--- config.mk ---
export PLATFORM = sky130hd
export DESIGN_NAME = xtea_cell
export DESIGN_NICKNAME = d
export VERILOG_FILES = /design/src/hw/rtl/xtea_pkg.sv /design/src/hw/rtl/xtea_cell.sv
export SDC_FILE = /design/constraint.sdc
export NUM_CORES = 1
export LEC_CHECK = 0
export BUFFER_PORTS_ARGS = -buffer_cell sky130_fd_sc_hd__buf_4
export CORE_ASPECT_RATIO = 0.9
export CORE_MARGIN = 1.5
export CORE_UTILIZATION = 42
export DETAILED_ROUTE_END_ITERATION = 8
export GPL_ROUTABILITY_DRIVEN = 0
export PLACE_DENSITY = 0.65
export SYNTH_ARGS = -nofsm -noshare
export SYNTH_HDL_FRONTEND = slang
export SYNTH_SLANG_ARGS = --single-unit
--- constraint.sdc ---
create_clock -name clk -period 7.1 [get_ports clk]
set_input_delay 1.065 -clock clk [delete_from_list [all_inputs] [get_ports clk]]
set_output_delay 1.065 -clock clk [all_outputs]
set_load 0.03 [all_outputs]
--- src/hw/rtl/xtea_pkg.sv ---
`default_nettype none

package xtea_pkg;

    localparam int ROUND_COUNT_DEFAULT = 32;
    localparam logic [31:0] DELTA = 32'h9E37_79B9;
    localparam int KEY_WORDS = 4;
    localparam int WORD_W = 32;

    // Configuration register indexes.
    localparam logic [1:0] REG_KEY_WORD_0 = 2'd0;
    localparam logic [1:0] REG_KEY_WORD_1 = 2'd1;
    localparam logic [1:0] REG_KEY_WORD_2 = 2'd2;
    localparam logic [1:0] REG_KEY_WORD_3 = 2'd3;

    // Command codes.
    localparam logic CMD_ENCRYPT = 1'b0;
    localparam logic CMD_DECRYPT = 1'b1;

    typedef logic [KEY_WORDS-1:0][WORD_W-1:0] xtea_key_t;

    typedef struct packed {
        logic              command;
        logic [WORD_W-1:0] v0;
        logic [WORD_W-1:0] v1;
    } xtea_word_t;

    // Running sum after n rounds, modulo 2^32. Only used on constants.
    function automatic logic [31:0] xtea_sum(input int unsigned n);
        logic [63:0] prod;
        prod = 64'(n) * 64'(DELTA);
        return prod[31:0];
    endfunction

    function automatic logic [31:0] xtea_mix(input logic [31:0] v);
        return ((v << 4) ^ (v >> 5)) + v;
    endfunction

endpackage

`default_nettype wire

--- src/hw/rtl/xtea_cell.sv ---
`default_nettype none

module xtea_cell #(
    parameter int ROUND_COUNT = xtea_pkg::ROUND_COUNT_DEFAULT,
    parameter int STAGE       = 0
) (
    input  logic                clk,
    input  logic                rst_n,
    input  logic                up_valid,
    output logic                up_ready,
    input  xtea_pkg::xtea_word_t up_data,
    input  xtea_pkg::xtea_key_t  key,
    output logic                down_valid,
    input  logic                down_ready,
    output xtea_pkg::xtea_word_t down_data
);
    import xtea_pkg::*;

    // Each cell does one half-round; two cells make one full round.
    localparam int ROUND = STAGE / 2;
    localparam int HALF  = STAGE % 2;
    localparam logic HALF_ONE = (HALF == 1);

    localparam logic [31:0] ENC_SUM = xtea_sum(ROUND + HALF);
    localparam logic [31:0] DEC_SUM = xtea_sum(ROUND_COUNT - ROUND - HALF);
    localparam logic [1:0] ENC_KEY_IDX = (HALF == 0) ? ENC_SUM[1:0] : ENC_SUM[12:11];
    localparam logic [1:0] DEC_KEY_IDX = (HALF == 0) ? DEC_SUM[12:11] : DEC_SUM[1:0];

    logic        valid_reg;
    logic        valid_next;
    xtea_word_t  data_reg;
    xtea_word_t  data_next;
    logic        upd_first;
    logic        is_dec;
    logic [31:0] src;
    logic [31:0] dst;
    logic [31:0] round_key;
    logic [31:0] round_sum;
    logic [31:0] tweak;
    logic [31:0] dst_new;

    // Encryption updates the first half in the even cell, decryption in the odd one.
    assign is_dec    = (up_data.command == CMD_DECRYPT);
    assign upd_first = (up_data.command == HALF_ONE);

    always_comb
    begin
        src       = upd_first ? up_data.v1 : up_data.v0;
        dst       = upd_first ? up_data.v0 : up_data.v1;
        round_key = is_dec ? key[DEC_KEY_IDX] : key[ENC_KEY_IDX];
        round_sum = is_dec ? DEC_SUM : ENC_SUM;
        tweak     = xtea_mix(src) ^ (round_sum + round_key);
        dst_new   = is_dec ? (dst - tweak) : (dst + tweak);

        data_next.command = up_data.command;
        data_next.v0      = upd_first ? dst_new : up_data.v0;
        data_next.v1      = upd_first ? up_data.v1 : dst_new;
    end

    assign up_ready   = !valid_reg || down_ready;
    assign valid_next = up_ready ? up_valid : valid_reg;

    always_ff @(posedge clk or negedge rst_n)
    begin
        if (!rst_n)
        begin
            valid_reg <= 1'b0;
        end
        else
        begin
            valid_reg <= valid_next;
        end
    end

    always_ff @(posedge clk)
    begin
        if (up_valid && up_ready)
        begin
            data_reg <= data_next;
        end
    end

    assign down_valid = valid_reg;
    assign down_data  = data_reg;

endmodule

`default_nettype wire

==> reports/qor.csv <==
metric;value;unit
synthTopCellsByCount;nand2_1, xnor2_1, ha_1, a21oi_1, edfxtp_1;
grt_use_met3;2.29;%
clockRootBuffer;clkbuf_16;
cp.arrival;6.79;ns
htreeDepth;3;
path_delay_family;compound AO/OA/AOI/OAI gates;
vias;9343;
grt_util_met1;35.4;%
max-cap-violations;0;
areaGrowthSynthToFinish;34.2;%
cts_tree;done;
cp.required;7.19;ns
maxSlewHeadroom;44.6;%
cpPeakStageDelay;0.41;ns
synthDistinctLibCells;75;
grt_pass1_wl;43.4;mm
use_met2;36.0;%
fmax;0.149;GHz
asyncSetResetFlopFracSynth;1.52;%
fin_crit_sh;94.3;%
crit_top_cell;nand2_1;
status;finished clean;
grt_pass1_vias;8673;
die_h;145;um
end_kind;register;
fin_area;12500;um2
syn-num-nets;1399;
clockBufferDepth;2;
rr_startpoint;down_valid;
netlist_area;9350;um2
crit_type;in2reg;
antenna_left;0;
ys_seq_area_share;21.2;%
pwr-share-comb;74.2;%
power_leakage;5.77;nW
reg2reg_to;down_data[64];
drive_above_1_share;31.6;%
routed_wl;27.3;mm
yosysWarnings;0;
place_area;12200;um2
powerDensity;347;nW/um2
fin_util;57.6;%
ys_seq_elements;66;
power;4.35;mW
ys.flop_type;edfxtp_1;
synth_area_per_cell;8.35;um2
worstRegToRegCells;3;
setup_viol;0;
grt-busiest-layer;met2;
drt_iter0_drc;596;
slowest_stage;fa_1;
tightest_slew;0.830;ns
grt_max_degree;83;
clkSinkCount;66;
synth_top_cells_by_area;edfxtp_1, ha_1, xnor2_1;
final_cells;1732;
holdWs;0.492;ns
fin_ws;0.402;ns
endpoint;down_data[28];
seqPwrFrac;14.5;%
p_int;2.38;mW
crit_buf_inv;5;
path_clk_slew;0.06;ns
synth_area_leader_cell;edfxtp_1;
critPathLaunchType;input port;
fin_nets;1716;
viasPerCell;5.39;
routedWlPerCell;15.7;um
dpl.cell_count;1713;
dp_hpwl;22.5;mm
io-pin-count;264;
worstSetupStartpoint;up_data[64];
drc;0;
preCtsSetupSlack;0.124;ns
setup_tns;0;ns
yosysMostFrequentCell;nand2_1;
port_buffers;199;
hold_violations;0;
antenna_found_initial;0;
coreArea;21800;um2
grt_overflow;0;
cts_buffers;9;
min_period;6.70;ns
power.share.clock;11.3;%
hold_path.class;in2async;
maxSlewViolCount;0;
clock_skew;0.00852;ns
die_w;160;um
clkLatencyLatePin;0.34;ns
worst-r2r-setup-slack;5.42;ns
switching_share;45.2;%
diodes;0;
synth-edff-count;65;
worst-path-stages;30;
netlist_instances;1119;
start_util;42.9;%
ir_worst_vdd;0.152;mV
rows;51;
die_area;23200;um2
first_pass_iters;5;
grt.total_usage;23.3;%
crit_path_max_fanout;23;
synth.top_cell.area_share;20.9;%
power_switching;1.96;mW
metal layers:
layer / vias up / share of wire [%] / wire length [um]
met1: 4266 / 52 / 14100
met5: - / 0 / 0
li1: 4721 / - / -
met4: 0 / 0.77 / 211
met3: 13 / 6.4 / 1750
met2: 343 / 41 / 11200
registers in the layout, indices dropped and copies added (netlist names):
signal	flops
down_valid	1
down_data	65
logic make-up after synthesis:
group	count (synthesis)	synth area share (%)
mux	66	7.87
xor+xnor	162	15.8
buf+inv	76	3.29
compound gates	288	20.4
simple gates	378	20.2
flops	66	21.2
fa+ha+maj	83	11.3
layout by cell type, fill, tap and decap left out, types with 4 or more instances in the layout:
cell type  Yosys  layout
buf_4          4     337
nand2_1      163     163
xnor2_1      115     115
ha_1          81      79
a21oi_1       79      78
edfxtp_1      65      65
nor2_1        52      52
mux2_2        50      50
xor2_1        43      43
inv_1         41      41
o21ai_0       43      41
a21o_1        39      39
nor3_1        25      24
nand3_1       23      23
nor2b_1       22      22
a31oi_1       20      20
and2_1        17      16
mux2i_1       15      15
nand2b_1      14      14
o31ai_1       15      13
or2_2         12      12
a211oi_1      15      11
or3_1          9       9
o21a_1         9       9
clkbuf_16      0       9
a31o_2         8       8
o21bai_1       8       8
and3_1         7       7
nand4_1        6       6
o22ai_1        6       6
nor3b_1        5       5
o211ai_1       5       5
a311oi_1       5       5
nand4b_1       4       4
a211oi_2       0       4
o2111ai_1      4       4
a21boi_0       4       4
a21bo_2        4       4
final cells by class:
| cell class | instances | area, um2 |
|---|---|---|
| fill | 2003 | 9220 |
| multi-input combinational | 977 | 7120 |
| timing repair buffer | 341 | 2600 |
| sequential | 66 | 1980 |
| tap | 291 | 364 |
| clock buffer | 10 | 239 |
| inverter | 41 | 154 |
| clock inverter | 6 | 90.1 |
power by group through the flow:
stage | logic [mW] | clock network (mW) | registers (mW)
global placement | 3.09 | 0 | 0.636
finish | 3.23 | 0.491 | 0.629
CTS | 3.17 | 0.497 | 0.631
floorplan | 1.95 | 0 | 0.835
global route | 3.53 | 0.508 | 0.640
detailed placement | 3.14 | 0 | 0.639
worst reg2reg max path, cell delays in order, from the launching register on:
cell	delay (ns)
dfrtp_1	0.38
nand2b_1	0.11
and2_2	0.14
buf_4	0.64
what timing repair did:
item                                    in CTS  in global routing
hold endpoints to repair                     0                  0
hold buffers                                 0                  0
setup buffers                                0                  3
resized for setup                            0                  9
endpoints found under the setup margin       0                  8
worst min path at each step:
stage | endpoint | cells past startpoint | slack (ns) | start
after floorplan | down_valid | 0 | 0.77 | rst_n
after global placement | down_valid | 2 | 0.52 | down_valid
after detailed placement | down_valid | 2 | 0.53 | down_valid
after CTS | down_valid | 1 | 0.49 | rst_n
after global routing | down_valid | 1 | 0.49 | rst_n
final | down_valid | 1 | 0.49 | rst_n
No activity file was read; power rests on OpenSTA's default activity.
